==> src/compliant_pid_joint_controller_macros.svh <==
// Assertion macros shared by the joint controller RTL.
`ifndef COMPLIANT_PID_JOINT_CONTROLLER_MACROS_SVH
`define COMPLIANT_PID_JOINT_CONTROLLER_MACROS_SVH
`ifndef ASSERT_OFF
// Same-cycle implication, disabled while reset is active.
`define CPJC_ASSERT_IMPL(label, clk, rst_n, ante, cons, msg) \
  label: assert property (@(posedge clk) disable iff (!rst_n) (ante) |-> (cons)) \
    else $error(msg);
// Next-cycle implication, disabled while reset is active.
`define CPJC_ASSERT_NEXT(label, clk, rst_n, ante, cons, msg) \
  label: assert property (@(posedge clk) disable iff (!rst_n) (ante) |=> (cons)) \
    else $error(msg);
`else
`define CPJC_ASSERT_IMPL(label, clk, rst_n, ante, cons, msg)
`define CPJC_ASSERT_NEXT(label, clk, rst_n, ante, cons, msg)
`endif
`endif

==> src/cpjc_pkg.sv <==
// Shared constants, codes and state types of the joint controller.
`default_nettype none
package cpjc_pkg;

  localparam int INTEGRAL_WIDTH = 32;

  localparam int GAIN_W     = 48;
  localparam int ERR_W      = 17;
  localparam int DER_W      = 18;
  localparam int ANGLE_W    = 16;
  localparam int TORQUE_W   = 47;
  localparam int SCALE_W    = 17;
  localparam int DUTY_W     = 14;
  localparam int QUO_W      = 14;
  localparam int REM_W      = 22;
  localparam int TIME_W     = 32;
  localparam int ID_W       = 11;
  localparam int TMO_W      = 16;
  localparam int COMP_W     = 8;
  localparam int CFG_IDX_W  = 3;
  localparam int IN_DATA_W  = 88;
  localparam int OUT_DATA_W = 16;

  // Torque clamp of 6000 units in Q32.
  localparam logic [TORQUE_W-1:0] TORQUE_LIMIT = 47'd6000 << 32;
  // 5000 * 255 * 2^32 plus half of 255 * 2^32 for rounding.
  localparam logic [64:0] DUTY_OFFSET = 65'd2550255 << 31;
  // Any scaled value at or above 10001 * 255 saturates the duty.
  localparam logic [32:0] DUTY_SAT_Q = 33'd2550255;
  localparam logic [DUTY_W-1:0] DUTY_MAX = 14'd10000;
  localparam logic [REM_W-1:0] DIV_START = 22'd255 << (QUO_W - 1);

  localparam logic [ID_W-1:0]   RST_CMD_ID  = 11'd513;
  localparam logic [TMO_W-1:0]  RST_TIMEOUT = 16'd100;
  localparam logic [COMP_W-1:0] RST_FS_COMP = 8'd230;
  localparam logic [GAIN_W-1:0] RST_KP      = 48'd429496730;
  localparam logic [GAIN_W-1:0] RST_KI      = 48'd4295;
  localparam logic [GAIN_W-1:0] RST_KD      = 48'd42949672960;

  localparam logic [CFG_IDX_W-1:0] REG_CMD_ID  = 3'd0;
  localparam logic [CFG_IDX_W-1:0] REG_TIMEOUT = 3'd1;
  localparam logic [CFG_IDX_W-1:0] REG_FS_COMP = 3'd2;
  localparam logic [CFG_IDX_W-1:0] REG_KP      = 3'd3;
  localparam logic [CFG_IDX_W-1:0] REG_KI      = 3'd4;
  localparam logic [CFG_IDX_W-1:0] REG_KD      = 3'd5;

  localparam logic ACT_FRAME = 1'b0;
  localparam logic ACT_TICK  = 1'b1;

  typedef enum logic [2:0] {
    ST_IDLE,
    ST_ERR,
    ST_LOAD,
    ST_MAC,
    ST_DUTY,
    ST_OUT
  } ctl_state_t;

  typedef enum logic [1:0] {
    MAC_IDLE,
    MAC_RUN,
    MAC_CLAMP
  } mac_state_t;

  typedef enum logic [1:0] {
    DU_IDLE,
    DU_MUL,
    DU_NORM,
    DU_DIV
  } duty_state_t;

endpackage
`default_nettype wire

==> src/cpjc_pid_mac.sv <==
// Bit-serial PID multiply-accumulate of three Q32 gains with torque clamp.
`default_nettype none
module cpjc_pid_mac #(
  parameter int INT_W = cpjc_pkg::INTEGRAL_WIDTH
) (
  input  logic                                 clk,
  input  logic                                 rst_n,
  input  logic                                 start,
  input  logic [cpjc_pkg::GAIN_W-1:0]          kp,
  input  logic [cpjc_pkg::GAIN_W-1:0]          ki,
  input  logic [cpjc_pkg::GAIN_W-1:0]          kd,
  input  logic signed [cpjc_pkg::ERR_W-1:0]    err,
  input  logic signed [INT_W-1:0]              integ,
  input  logic signed [cpjc_pkg::DER_W-1:0]    deriv,
  output logic                                 done,
  output logic signed [cpjc_pkg::TORQUE_W-1:0] torque
);
  import cpjc_pkg::*;

  localparam int MUL_W = (INT_W > DER_W) ? INT_W : DER_W;
  localparam int ACC_W = GAIN_W + MUL_W + 3;
  localparam int CNT_W = $clog2(MUL_W);
  localparam logic signed [ACC_W-1:0] LIMIT_P = ACC_W'(TORQUE_LIMIT);
  localparam logic signed [ACC_W-1:0] LIMIT_N = -LIMIT_P;

  mac_state_t st_r, st_nxt;
  logic [CNT_W-1:0] cnt_r;
  logic done_r, done_nxt;
  logic [MUL_W-1:0] e_sr_r, i_sr_r, d_sr_r;
  logic signed [ACC_W-1:0] acc_r, acc_nxt, acc_shl, add_ext;
  logic signed [TORQUE_W-1:0] torque_r;
  logic [GAIN_W+1:0] addend;

  // Each cycle one bit of every multiplier enters, most significant first;
  // the sign bit carries negative weight.
  always_comb begin
    addend = (GAIN_W+2)'(e_sr_r[MUL_W-1] ? kp : '0)
           + (GAIN_W+2)'(i_sr_r[MUL_W-1] ? ki : '0)
           + (GAIN_W+2)'(d_sr_r[MUL_W-1] ? kd : '0);
    acc_shl = acc_r <<< 1;
    add_ext = signed'(ACC_W'(addend));
    acc_nxt = (cnt_r == '0) ? acc_shl - add_ext : acc_shl + add_ext;
  end

  always_comb begin
    st_nxt   = st_r;
    done_nxt = 1'b0;
    unique case (st_r)
      MAC_IDLE: begin
        if (start) st_nxt = MAC_RUN;
      end
      MAC_RUN: begin
        if (cnt_r == CNT_W'(MUL_W - 1)) st_nxt = MAC_CLAMP;
      end
      MAC_CLAMP: begin
        st_nxt   = MAC_IDLE;
        done_nxt = 1'b1;
      end
      default: st_nxt = MAC_IDLE;
    endcase
  end

  always_ff @(posedge clk) begin
    if (!rst_n) begin
      st_r   <= MAC_IDLE;
      done_r <= 1'b0;
      cnt_r  <= '0;
    end else begin
      st_r   <= st_nxt;
      done_r <= done_nxt;
      if (st_r == MAC_RUN) cnt_r <= cnt_r + 1'b1;
      else cnt_r <= '0;
    end
  end

  always_ff @(posedge clk) begin
    unique case (st_r)
      MAC_IDLE: begin
        if (start) begin
          e_sr_r <= MUL_W'(err);
          i_sr_r <= MUL_W'(integ);
          d_sr_r <= MUL_W'(deriv);
          acc_r  <= '0;
        end
      end
      MAC_RUN: begin
        e_sr_r <= e_sr_r << 1;
        i_sr_r <= i_sr_r << 1;
        d_sr_r <= d_sr_r << 1;
        acc_r  <= acc_nxt;
      end
      MAC_CLAMP: begin
        if (acc_r > LIMIT_P) torque_r <= LIMIT_P[TORQUE_W-1:0];
        else if (acc_r < LIMIT_N) torque_r <= LIMIT_N[TORQUE_W-1:0];
        else torque_r <= acc_r[TORQUE_W-1:0];
      end
      default: ;
    endcase
  end

  assign done   = done_r;
  assign torque = torque_r;

endmodule
`default_nettype wire

==> src/cpjc_duty_scale.sv <==
// Compliance scaling of the torque and bit-serial conversion to a PWM duty.
`default_nettype none
module cpjc_duty_scale (
  input  logic                                 clk,
  input  logic                                 rst_n,
  input  logic                                 start,
  input  logic signed [cpjc_pkg::TORQUE_W-1:0] torque,
  input  logic [cpjc_pkg::COMP_W-1:0]          compliance,
  output logic                                 done,
  output logic [cpjc_pkg::DUTY_W-1:0]          duty
);
  import cpjc_pkg::*;

  localparam int PROD_W = TORQUE_W + SCALE_W;
  localparam int MCNT_W = $clog2(SCALE_W);
  localparam int DCNT_W = $clog2(QUO_W);

  duty_state_t st_r, st_nxt;
  logic [MCNT_W-1:0] mcnt_r;
  logic [DCNT_W-1:0] dcnt_r;
  logic done_r, done_nxt;
  logic [SCALE_W-1:0] m_sr_r;
  logic signed [TORQUE_W-1:0] t_r;
  logic signed [PROD_W-1:0] p_r, p_add, p_nxt;
  logic [REM_W-1:0] rem_r, dv_r;
  logic [QUO_W-1:0] quo_r, quo_nxt;
  logic [DUTY_W-1:0] duty_r;
  logic [COMP_W-1:0] slack;
  logic [SCALE_W-1:0] scale;
  logic signed [PROD_W:0] num;
  logic [32:0] num_q;
  logic rem_ge, num_neg, num_sat;

  // Scale factor 500 * (255 - compliance) built from shifts.
  always_comb begin
    slack = 8'd255 - compliance;
    scale = {slack, 9'b0} - (SCALE_W'(slack) << 3) - (SCALE_W'(slack) << 2);
  end

  always_comb begin
    p_add   = m_sr_r[SCALE_W-1] ? PROD_W'(t_r) : '0;
    p_nxt   = (p_r <<< 1) + p_add;
    num     = (PROD_W+1)'(p_r) + signed'(DUTY_OFFSET);
    num_q   = num[PROD_W:32];
    num_neg = num[PROD_W];
    num_sat = num_q >= DUTY_SAT_Q;
    rem_ge  = rem_r >= dv_r;
    quo_nxt = {quo_r[QUO_W-2:0], rem_ge};
  end

  always_comb begin
    st_nxt   = st_r;
    done_nxt = 1'b0;
    unique case (st_r)
      DU_IDLE: begin
        if (start) st_nxt = DU_MUL;
      end
      DU_MUL: begin
        if (mcnt_r == MCNT_W'(SCALE_W - 1)) st_nxt = DU_NORM;
      end
      DU_NORM: begin
        if (num_neg || num_sat) begin
          st_nxt   = DU_IDLE;
          done_nxt = 1'b1;
        end else begin
          st_nxt = DU_DIV;
        end
      end
      DU_DIV: begin
        if (dcnt_r == DCNT_W'(QUO_W - 1)) begin
          st_nxt   = DU_IDLE;
          done_nxt = 1'b1;
        end
      end
      default: st_nxt = DU_IDLE;
    endcase
  end

  always_ff @(posedge clk) begin
    if (!rst_n) begin
      st_r   <= DU_IDLE;
      done_r <= 1'b0;
      mcnt_r <= '0;
      dcnt_r <= '0;
    end else begin
      st_r   <= st_nxt;
      done_r <= done_nxt;
      if (st_r == DU_MUL) mcnt_r <= mcnt_r + 1'b1;
      else mcnt_r <= '0;
      if (st_r == DU_DIV) dcnt_r <= dcnt_r + 1'b1;
      else dcnt_r <= '0;
    end
  end

  // Division by 255 after the 2^32 shift: one quotient bit per cycle.
  always_ff @(posedge clk) begin
    unique case (st_r)
      DU_IDLE: begin
        if (start) begin
          t_r    <= torque;
          m_sr_r <= scale;
          p_r    <= '0;
        end
      end
      DU_MUL: begin
        p_r    <= p_nxt;
        m_sr_r <= m_sr_r << 1;
      end
      DU_NORM: begin
        rem_r <= num_q[REM_W-1:0];
        dv_r  <= DIV_START;
        quo_r <= '0;
        if (num_neg) duty_r <= '0;
        else if (num_sat) duty_r <= DUTY_MAX;
      end
      DU_DIV: begin
        if (rem_ge) rem_r <= rem_r - dv_r;
        dv_r  <= dv_r >> 1;
        quo_r <= quo_nxt;
        if (dcnt_r == DCNT_W'(QUO_W - 1)) duty_r <= quo_nxt;
      end
      default: ;
    endcase
  end

  assign done = done_r;
  assign duty = duty_r;

endmodule
`default_nettype wire

==> src/compliant_pid_joint_controller.sv <==
// Top level of the compliant PID joint controller.
`default_nettype none
`include "compliant_pid_joint_controller_macros.svh"
// Usage:
// The in_ stream carries command frames (in_tuser low) and control ticks
// (in_tuser high). A frame whose identifier matches the configured id stores
// target angle, compliance and arrival time and gives no result. A tick
// checks the command timeout, runs one PID step and returns one duty value
// plus the timeout flag on the out_ stream. The gain products run one
// multiplier bit per cycle, then the compliance scaling runs as a bit-serial
// multiply and the division by 255 one quotient bit per cycle. A duty that
// is clamped to zero or full scale skips the division and comes out sooner.
// One item is in work at a time; in_tready is high only when idle, so a new
// tick is taken only after the last one's result is registered, and frames
// are taken once per cycle while idle.
// The result sits in an output register, so the next item is taken while it
// waits; if the receiver stalls, a finished tick waits for that register.
// The cfg_ port is always ready; it must be written only while the block is
// idle, which the block itself does not enforce.
// Reset (rst_n low, synchronous) restores the register defaults and clears
// target, compliance, command time, integral and previous error.
module compliant_pid_joint_controller #(
  parameter int INTEGRAL_WIDTH = cpjc_pkg::INTEGRAL_WIDTH
) (
  input  logic                                clk,
  input  logic                                rst_n,
  input  logic                                in_tvalid,
  output logic                                in_tready,
  // frame_id, angle_low_byte, angle_high_byte, compliance_byte, time_ms,
  // measured_angle, zero pad
  input  logic [cpjc_pkg::IN_DATA_W-1:0]      in_tdata,
  // action
  input  logic                                in_tuser,
  output logic                                out_tvalid,
  input  logic                                out_tready,
  // duty_hundredths, zero pad
  output logic [cpjc_pkg::OUT_DATA_W-1:0]     out_tdata,
  // timed_out
  output logic                                out_tuser,
  input  logic                                cfg_valid,
  output logic                                cfg_ready,
  input  logic [cpjc_pkg::CFG_IDX_W-1:0]      cfg_index,
  input  logic [cpjc_pkg::GAIN_W-1:0]         cfg_data
);
  import cpjc_pkg::*;

  localparam int IW = INTEGRAL_WIDTH;
  // The integral sum must hold any error even when the integral is narrow.
  localparam int SUM_W = ((IW > ERR_W) ? IW : ERR_W) + 1;

  ctl_state_t st_r, st_nxt;

  logic [ID_W-1:0]   cmd_id_r;
  logic [TMO_W-1:0]  timeout_r;
  logic [COMP_W-1:0] fs_comp_r;
  logic [GAIN_W-1:0] kp_r, ki_r, kd_r;

  logic signed [ANGLE_W-1:0] target_r, meas_r, tgt_eff;
  logic [COMP_W-1:0] comp_r, eff_comp_r;
  logic [TIME_W-1:0] last_time_r, elapsed;
  logic signed [IW-1:0] integ_r, int_sat;
  logic signed [SUM_W-1:0] int_sum;
  logic signed [ERR_W-1:0] prev_err_r, err;
  logic signed [DER_W-1:0] deriv_r, der;
  logic timed_r, tick_timed;

  logic [ID_W-1:0]   in_frame_id;
  logic [7:0]        in_angle_lo, in_angle_hi;
  logic [COMP_W-1:0] in_comp;
  logic [TIME_W-1:0] in_time;
  logic signed [ANGLE_W-1:0] in_meas;

  logic in_acc, cfg_acc, out_load;
  logic mac_done, duty_done;
  logic signed [TORQUE_W-1:0] mac_torque;
  logic [DUTY_W-1:0] duty_val;

  logic out_valid_r;
  logic [DUTY_W-1:0] out_duty_r;
  logic out_timed_r;

  assign in_frame_id = in_tdata[10:0];
  assign in_angle_lo = in_tdata[18:11];
  assign in_angle_hi = in_tdata[26:19];
  assign in_comp     = in_tdata[34:27];
  assign in_time     = in_tdata[66:35];
  assign in_meas     = signed'(in_tdata[82:67]);

  assign in_tready = (st_r == ST_IDLE);
  assign in_acc    = in_tvalid && in_tready;
  assign cfg_ready = 1'b1;
  assign cfg_acc   = cfg_valid && cfg_ready;
  assign out_load  = (st_r == ST_OUT) && (!out_valid_r || out_tready);

  // Elapsed time wraps modulo 2^32.
  always_comb begin
    elapsed    = in_time - last_time_r;
    tick_timed = elapsed > TIME_W'(timeout_r);
  end

  always_comb begin
    tgt_eff = timed_r ? meas_r : target_r;
    err     = ERR_W'(tgt_eff) - ERR_W'(meas_r);
    int_sum = SUM_W'(integ_r) + SUM_W'(err);
    if (int_sum[SUM_W-1:IW-1] != {(SUM_W-IW+1){int_sum[SUM_W-1]}}) begin
      int_sat = int_sum[SUM_W-1] ? {1'b1, {(IW-1){1'b0}}} : {1'b0, {(IW-1){1'b1}}};
    end else begin
      int_sat = int_sum[IW-1:0];
    end
    der = DER_W'(err) - DER_W'(prev_err_r);
  end

  always_comb begin
    st_nxt = st_r;
    unique case (st_r)
      ST_IDLE: begin
        if (in_acc && (in_tuser == ACT_TICK)) st_nxt = ST_ERR;
      end
      ST_ERR:  st_nxt = ST_LOAD;
      ST_LOAD: st_nxt = ST_MAC;
      ST_MAC: begin
        if (mac_done) st_nxt = ST_DUTY;
      end
      ST_DUTY: begin
        if (duty_done) st_nxt = ST_OUT;
      end
      ST_OUT: begin
        if (out_load) st_nxt = ST_IDLE;
      end
      default: st_nxt = ST_IDLE;
    endcase
  end

  always_ff @(posedge clk) begin
    if (!rst_n) begin
      st_r        <= ST_IDLE;
      out_valid_r <= 1'b0;
    end else begin
      st_r        <= st_nxt;
      out_valid_r <= out_load || (out_valid_r && !out_tready);
    end
  end

  always_ff @(posedge clk) begin
    if (!rst_n) begin
      cmd_id_r  <= RST_CMD_ID;
      timeout_r <= RST_TIMEOUT;
      fs_comp_r <= RST_FS_COMP;
      kp_r      <= RST_KP;
      ki_r      <= RST_KI;
      kd_r      <= RST_KD;
    end else if (cfg_acc) begin
      unique case (cfg_index)
        REG_CMD_ID:  cmd_id_r  <= cfg_data[ID_W-1:0];
        REG_TIMEOUT: timeout_r <= cfg_data[TMO_W-1:0];
        REG_FS_COMP: fs_comp_r <= cfg_data[COMP_W-1:0];
        REG_KP:      kp_r      <= cfg_data;
        REG_KI:      ki_r      <= cfg_data;
        REG_KD:      kd_r      <= cfg_data;
        default: ;
      endcase
    end
  end

  always_ff @(posedge clk) begin
    if (!rst_n) begin
      target_r    <= '0;
      comp_r      <= '0;
      last_time_r <= '0;
      integ_r     <= '0;
      prev_err_r  <= '0;
    end else begin
      if (in_acc && (in_tuser == ACT_FRAME) && (in_frame_id == cmd_id_r)) begin
        target_r    <= signed'({in_angle_hi, in_angle_lo});
        comp_r      <= in_comp;
        last_time_r <= in_time;
      end
      if (st_r == ST_ERR) begin
        if (timed_r) target_r <= meas_r;
        integ_r    <= int_sat;
        prev_err_r <= err;
      end
    end
  end

  always_ff @(posedge clk) begin
    if (in_acc && (in_tuser == ACT_TICK)) begin
      meas_r  <= in_meas;
      timed_r <= tick_timed;
    end
    if (st_r == ST_ERR) begin
      deriv_r    <= der;
      eff_comp_r <= timed_r ? fs_comp_r : comp_r;
    end
    if (out_load) begin
      out_duty_r  <= duty_val;
      out_timed_r <= timed_r;
    end
  end

  cpjc_pid_mac #(
    .INT_W(IW)
  ) u_mac (
    .clk   (clk),
    .rst_n (rst_n),
    .start (st_r == ST_LOAD),
    .kp    (kp_r),
    .ki    (ki_r),
    .kd    (kd_r),
    .err   (prev_err_r),
    .integ (integ_r),
    .deriv (deriv_r),
    .done  (mac_done),
    .torque(mac_torque)
  );

  cpjc_duty_scale u_duty (
    .clk       (clk),
    .rst_n     (rst_n),
    .start     (mac_done),
    .torque    (mac_torque),
    .compliance(eff_comp_r),
    .done      (duty_done),
    .duty      (duty_val)
  );

  assign out_tvalid = out_valid_r;
  assign out_tdata  = {{(OUT_DATA_W-DUTY_W){1'b0}}, out_duty_r};
  assign out_tuser  = out_timed_r;

  `CPJC_ASSERT_IMPL(a_mac_done_state, clk, rst_n, mac_done, st_r == ST_MAC, "mac done outside MAC state")
  `CPJC_ASSERT_IMPL(a_duty_done_state, clk, rst_n, duty_done, st_r == ST_DUTY, "duty done outside DUTY state")
  `CPJC_ASSERT_NEXT(a_tick_starts, clk, rst_n, in_acc && (in_tuser == ACT_TICK), st_r == ST_ERR, "tick transfer did not start a PID step")
  `CPJC_ASSERT_NEXT(a_frame_stays_idle, clk, rst_n, in_acc && (in_tuser == ACT_FRAME), st_r == ST_IDLE, "frame transfer left the idle state")
  `CPJC_ASSERT_IMPL(a_duty_range, clk, rst_n, out_valid_r, out_duty_r <= DUTY_MAX, "duty above full scale")

endmodule
`default_nettype wire
==> config.mk <==
export PLATFORM = sky130hd
export DESIGN_NAME = compliant_pid_joint_controller
export DESIGN_NICKNAME = d
export VERILOG_FILES = /design/src/cpjc_pkg.sv /design/src/cpjc_pid_mac.sv /design/src/cpjc_duty_scale.sv /design/src/compliant_pid_joint_controller.sv
export VERILOG_INCLUDE_DIRS = /design/src /design/src/src
export SDC_FILE = /design/constraint.sdc
export NUM_CORES = 2
export LEC_CHECK = 0
export BUFFER_PORTS_ARGS = -buffer_cell sky130_fd_sc_hd__buf_2
export CAP_MARGIN = 10
export CORE_UTILIZATION = 34
export DETAILED_ROUTE_END_ITERATION = 16
export PLACE_DENSITY = 0.5
export SKIP_LAST_GASP = 1
export SYNTH_ARGS = -nofsm -noshare
export SYNTH_HDL_FRONTEND = slang
export SYNTH_SLANG_ARGS = --single-unit
export TNS_END_PERCENT = 10
==> constraint.sdc <==
create_clock -name clk -period 24.6 [get_ports clk]
set_input_delay 2.46 -clock clk [delete_from_list [all_inputs] [get_ports clk]]
set_output_delay 2.46 -clock clk [all_outputs]
set_load 0.02 [all_outputs]
* Word level (Yosys, flattened, before mapping) *
Cells that the tools add are included.

word-level totals
  register bits after elaboration = 791
  bits of input ports = 145
  logic and storage cells = 180

operators by class
  magnitude comparators = 5
  eq/ne operators = 31
  $add $sub $neg = 17
  bitwise operators = 1
  mux-type cells = 50
  reductions and logical operators = 37

operator list
  operator                  number
  $pmux W32 S2              3
  $mux W83                  2
  $pmux W83 S2              1
  $mux W32                  5
  $mux W48                  3
  $mux W64                  2
  $pmux W64 S2              1
  $add A50 B50 Y50          2
  $pmux W22 S2              2
  $add A83 B51 Y83          1
  $gt A83 B46 Y1 const B    1
  $lt A83 B46 Y1 const B    1
  $sub A83 B51 Y83          1
  $add A64 B54 Y65 const B  1
  $add A64 B64 Y64          1
  $mux W16                  4
  $mux W47                  1
  $mux W14                  3
  $pmux W17 S2              1
  $add A32 B17 Y33          1
  $ge A33 B22 Y1 const B    1
  $gt A32 B16 Y1            1
  $sub A32 B32 Y32          1
  $pmux W14 S2              1
  44 further kinds          100

* Depth between registers and ports, before layout *
  word-level depth = 7
  depth in mapped cells = 32
  depth with buffers taken out = 29

* Cells and area by module *
From an unflattened synthesis, not the netlist that was laid out.

unflattened totals
  cell total of the unflattened synthesis = 6244
  area, all modules = 54357.1 µm²

by module, submodules not included
  module                          times used  cells each  area an instance (µm²)
  cpjc_pid_mac                    1           2685        21954.8
  compliant_pid_joint_controller  1           2117        18455.2
  cpjc_duty_scale                 1           1442        13947.1

* Least setup slack after synthesis *
No wires, ideal clock.

  path kind = register to register
  from = register st_r[2]
  to = register u_mac.acc_r[0], enable pin
  library setup time = 0.720 ns
  stages on the path, launching flop included = 5
  required time = 23.880 ns
  period minus slack after synthesis = 8.817 ns
  slack = 15.783 ns
  arrival time = 8.097 ns
  cells stage by stage = dfxtp_1 clkbuf_1 nor2_1 a21oi_1 nor2_1

between the ends
  longest elaborated chain between the ends = 3

RTL lines
  element                             RTL line                               source
  from (decl)                         compliant_pid_joint_controller.sv:51   ctl_state_t st_r, st_nxt;
  from (signal assigned)              compliant_pid_joint_controller.sv:139  st_r <= st_nxt;
  $eq A3 B2 Y1                        compliant_pid_joint_controller.sv:206  .start (st_r == ST_LOAD),
  $ne A2 B1 Y1 (no source line)       -
  $reduce_and A2 Y1 (no source line)  -
  to (signal assigned)                cpjc_pid_mac.sv:90                     acc_r <= acc_nxt;
  to (decl)                           cpjc_pid_mac.sv:30                     logic signed [ACC_W-1:0] acc_r, acc_nxt, acc_shl, add_ext;

No other way between the ends.
A chain may end at the register's enable or synchronous reset.

* Worst setup path after layout *
  from = register u_mac.i_sr_r[31]
  to = register u_mac.acc_r[73] (data pin)

between the ends
  longest elaborated chain between the ends = 6

RTL lines
  element                                               RTL line            source
  from (decl)                                           cpjc_pid_mac.sv:29  logic [MUL_W-1:0] e_sr_r, i_sr_r, d_sr_r;
  from (signal assigned)                                cpjc_pid_mac.sv:81  i_sr_r <= MUL_W'(integ);
  from (signal assigned)                                cpjc_pid_mac.sv:88  i_sr_r <= i_sr_r << 1;
  $mux W48 *                                            cpjc_pid_mac.sv:38  + (GAIN_W+2)'(i_sr_r[MUL_W-1] ? ki : '0)
  $add A50 B50 Y50 *                                    cpjc_pid_mac.sv:38
  $add A50 B50 Y50 *                                    cpjc_pid_mac.sv:39  + (GAIN_W+2)'(d_sr_r[MUL_W-1] ? kd : '0);
  $add A83 B51 Y83 or $sub A83 B51 Y83 (tied branches)  cpjc_pid_mac.sv:42  acc_nxt = (cnt_r == '0) ? acc_shl - add_ext : acc_shl + add_ext;
  $mux W83 *                                            cpjc_pid_mac.sv:42
  $pmux W83 S2 *                                        cpjc_pid_mac.sv:77  unique case (st_r)

Mark *: on every way between the ends. The rest lies on a longest branch, timed or not.

==> flow_metrics.env <==
export IMPL_maxCapViolations=0
export IMPL_intPower_mw=2.63
export IMPL_clk_latency_ns=0.72
export IMPL_hold_depth=0
export IMPL_cp_required_ns=25.07
export IMPL_area_growth_pct=11.5
export IMPL_status="finished clean"
export IMPL_grt_pass1_vias=41200
export IMPL_synth_top_cells_by_count="nand2_1 (972), a21oi_1 (551), edfxtp_1 (480), nor2_1 (473), inv_1 (401)"
export IMPL_clk_path_buf_depth=3
export IMPL_cts_setup_buffers=0
export IMPL_synthArstFlopShare_pct=0
export IMPL_slowest_delay_ns=0.81
export IMPL_synth_cell_types=116
export IMPL_ctsHoldBuffers=0
export IMPL_fmaxAchievable_mhz=115
export IMPL_area_sequential_um2=20600
export IMPL_synth_top_cell_area_share_pct=27.6
export IMPL_switchingPower_mw=1.15
export IMPL_swShare_pct=30.4
export IMPL_drive_above_1_share_pct=8.03
export IMPL_critPathSlowestCell="a221oi_1"
export IMPL_htreeDepth=3
export IMPL_place_inst=7910
export IMPL_coreArea_um2=152000
export IMPL_clockRootBuffer="clkbuf_16"
export IMPL_cts_sinks=788
export IMPL_yosysWarningCount=0
export IMPL_critPathMaxFanout=48
export IMPL_io_pins=165
export IMPL_utilization_pct=38.3
export IMPL_firstDrtPassIters=7
export IMPL_wl_per_cell_um=18.6
export IMPL_final_nets=6570
export IMPL_synth_most_common_cell="nand2_1"
export IMPL_vias_per_cell=5.24
export IMPL_synth_cells=5949
export IMPL_skew_ns=0.0401
export IMPL_grt_max_degree=105
export IMPL_finalSetupViolCount=0
export IMPL_grt_pass1_wl_mm=235
export IMPL_cts_tree="done"
export IMPL_tns_ns=0
export IMPL_p_leak_nw=23.7
export IMPL_drc=0
export IMPL_multi_input_area_um2=29000
export IMPL_synth_area_um2=52200
export IMPL_cts_resized_gates=0
export IMPL_synth_seq_cells=788
export IMPL_seq_area_frac_synth_pct=39.5
export IMPL_worst_slew_pin_slew_ns=1.14
export IMPL_path_class="reg2reg"
export IMPL_finalHoldViolCount=0
export IMPL_ys_flop_type="edfxtp_1"
export IMPL_period_share_pct=35.4
export IMPL_cts_buffers_inserted=98
export IMPL_clkPwrFrac_pct=39.5
export IMPL_pwr_share_comb_pct=20.1
export IMPL_ant_nets=0
export IMPL_grt_ovfl_total=0
export IMPL_antenna_found_initial=26
export IMPL_die_h_um=394
export IMPL_dieWidth_um=394
export IMPL_seqPwrFrac_pct=40.4
export IMPL_fin_crit_ns=8.71
export IMPL_synth_edf_count=480
export IMPL_nFillCells=15700
export IMPL_clkSlewWorstSetupHoldPaths_ns=0.06
export IMPL_routed_wl_mm=151
export IMPL_grtUsageTotal_pct=19.0
export IMPL_p_per_area_nw_per_um2=65.0
export IMPL_rows=143
export IMPL_relSlewSlack_pct=23.5
export IMPL_post_synth_cell_area_avg_um2=8.77
export IMPL_dp_hpwl_mm=111
export IMPL_hold_class="reg2reg"
export IMPL_drv_slew=0
export IMPL_arrival_ns=9.18
export IMPL_io_buffers=156
export IMPL_end_kind="register"
export IMPL_gp_congestion=0.906
export IMPL_r2r_cells=26
export IMPL_start_kind="register"
export IMPL_drtIter0Drc=2468
export IMPL_die_area_um2=155000
export IMPL_start_util_pct=34.3
export IMPL_vias=42500
export IMPL_peakVddDrop_mv=0.0618
export IMPL_power_mw=3.78
export IMPL_rsz0062_at_grt="no"
export IMPL_instances_no_fill=8106
export IMPL_yosys_top_cells_area="edfxtp_1 (28%), dfxtp_1 (12%), ha_1 (9.2%), nand2_1 (7.0%), a21oi_1 (5.3%)"
export IMPL_synth_top_area_cell="edfxtp_1"
==> metal layers <==
metal | vias to the layer above | GRT usage, % | part of all wire [%]
met5 | - | 0 | 0.11
met4 | 26 | 4.75 | 2.3
met3 | 212 | 3.44 | 5.3
met2 | 870 | 31.2 | 46
met1 | 20300 | 25.5 | 46
li1 | 21100 | - | -
==> final timing paths <==
kind | slack [ns] | endpoint | startpoint
setup reg to reg | 15.89 | u_mac.acc_r[73] | u_mac.i_sr_r[31]
hold / removal | 0.39 | u_duty.t_r[22] | u_mac.torque[22]
hold reg to reg | 0.39 | u_duty.t_r[22] | u_mac.torque[22]
setup / recovery | 15.89 | u_mac.acc_r[73] | u_mac.i_sr_r[31]
==> power groups by stage <==
stage | Combinational (mW) | Clock [mW] | Sequential (mW)
global placement | 0.751 | 0 | 1.55
global route | 0.844 | 1.59 | 1.53
CTS | 0.758 | 1.54 | 1.53
finish | 0.761 | 1.49 | 1.53
detailed placement | 0.754 | 0 | 1.55
floorplan | 0.566 | 0 | 1.54
==> sequential cells by signal, indices dropped and copies added (netlist names), 15 cells and up <==
register and flops:
prev_err_r 17, last_time_r 32, target_r 16, u_duty.m_sr_r 15, u_mac.acc_r 83, integ_r 32
timeout_r 16, u_duty.p_r 64, u_duty.t_r 47, kd_r 48, u_mac.e_sr_r 32, u_mac.d_sr_r 32
u_mac.torque 47, u_duty.rem_r 22, kp_r 48, u_mac.i_sr_r 32, deriv_r 18, ki_r 48
meas_r 16, u_duty.dv_r 21
==> layout make-up <==
type | count | area share [%]
multi-input combinational | 4485 | 49.8
sequential | 788 | 35.4
clock buffer | 132 | 4.72
tap | 2030 | 4.37
inverter | 402 | 2.61
timing repair buffer | 207 | 2.07
clock inverter | 54 | 0.985
antenna | 8 | 0.0344
==> worst max-delay path, delay by kind of cell (launching register included) <==
kind                       cells  cell delay [ns]
AOI/OAI and AO/OA             16             4.90
xor gates and xnor gates       1             0.44
adders and majority gates      3             1.39
buffers and inverters          2             0.61
DFF                            1             0.32
and+or+nand+nor                4             0.73
==> stage by stage <==
stage	hold slack, ns	cell area (um^2)	setup WS (ns)
after global routing	0.403	58200	15.36
final	0.389	58200	15.89
after floorplan	0.400	52200	15.78
after CTS	0.382	58100	15.95
after global placement	0.401	54800	15.97
after detailed placement	0.405	54800	15.98
==> cell families (layout without fill, tap and decap cells) <==
kind of cell               after synthesis  count (layout)  share of synthesized area, %
and+or+nand+nor                       2181            2181                          19.0
buffers and inverters                  677             795                          5.12
DFF                                    788             788                          39.5
adders and majority gates              446             446                          11.5
AOI/OAI and AO/OA                     1434            1434                          17.5
muxes                                   93              93                          1.85
xor gates and xnor gates               328             328                          5.51
other                                    2              11                        0.0144
==> placed cells by master, fill, tap and decap left out, types with 21 or more instances in the layout <==
cell       Yosys  routed
ha_1         385     385
buf_2          6     156
a31oi_1       57      57
nand3_1      119     115
o21a_1        40      40
or3_1         30      30
mux2_2        27      27
clkbuf_1     222      21
fa_1          58      58
o21ai_0      239     238
nand2b_1      50      48
nand4_1       68      68
edfxtp_1     480     480
nor3_1       107     106
a21oi_1      551     551
a221o_1       32      32
nor2b_1       47      44
nor2_1       473     472
xor2_1       119     119
a211oi_1      56      56
o31ai_1       38      38
and2_1        71      72
nand2_1      972     972
nor4_1        54      54
xnor2_1      209     209
buf_4          3      49
a21o_1       139     139
mux2i_1       66      66
dfxtp_1      308     307
o211ai_1      34      34
and3_1        88      85
inv_1        401     400
o21bai_1      58      58
clkbuf_16      0     101
No activity file was read; power rests on OpenSTA's default activity.
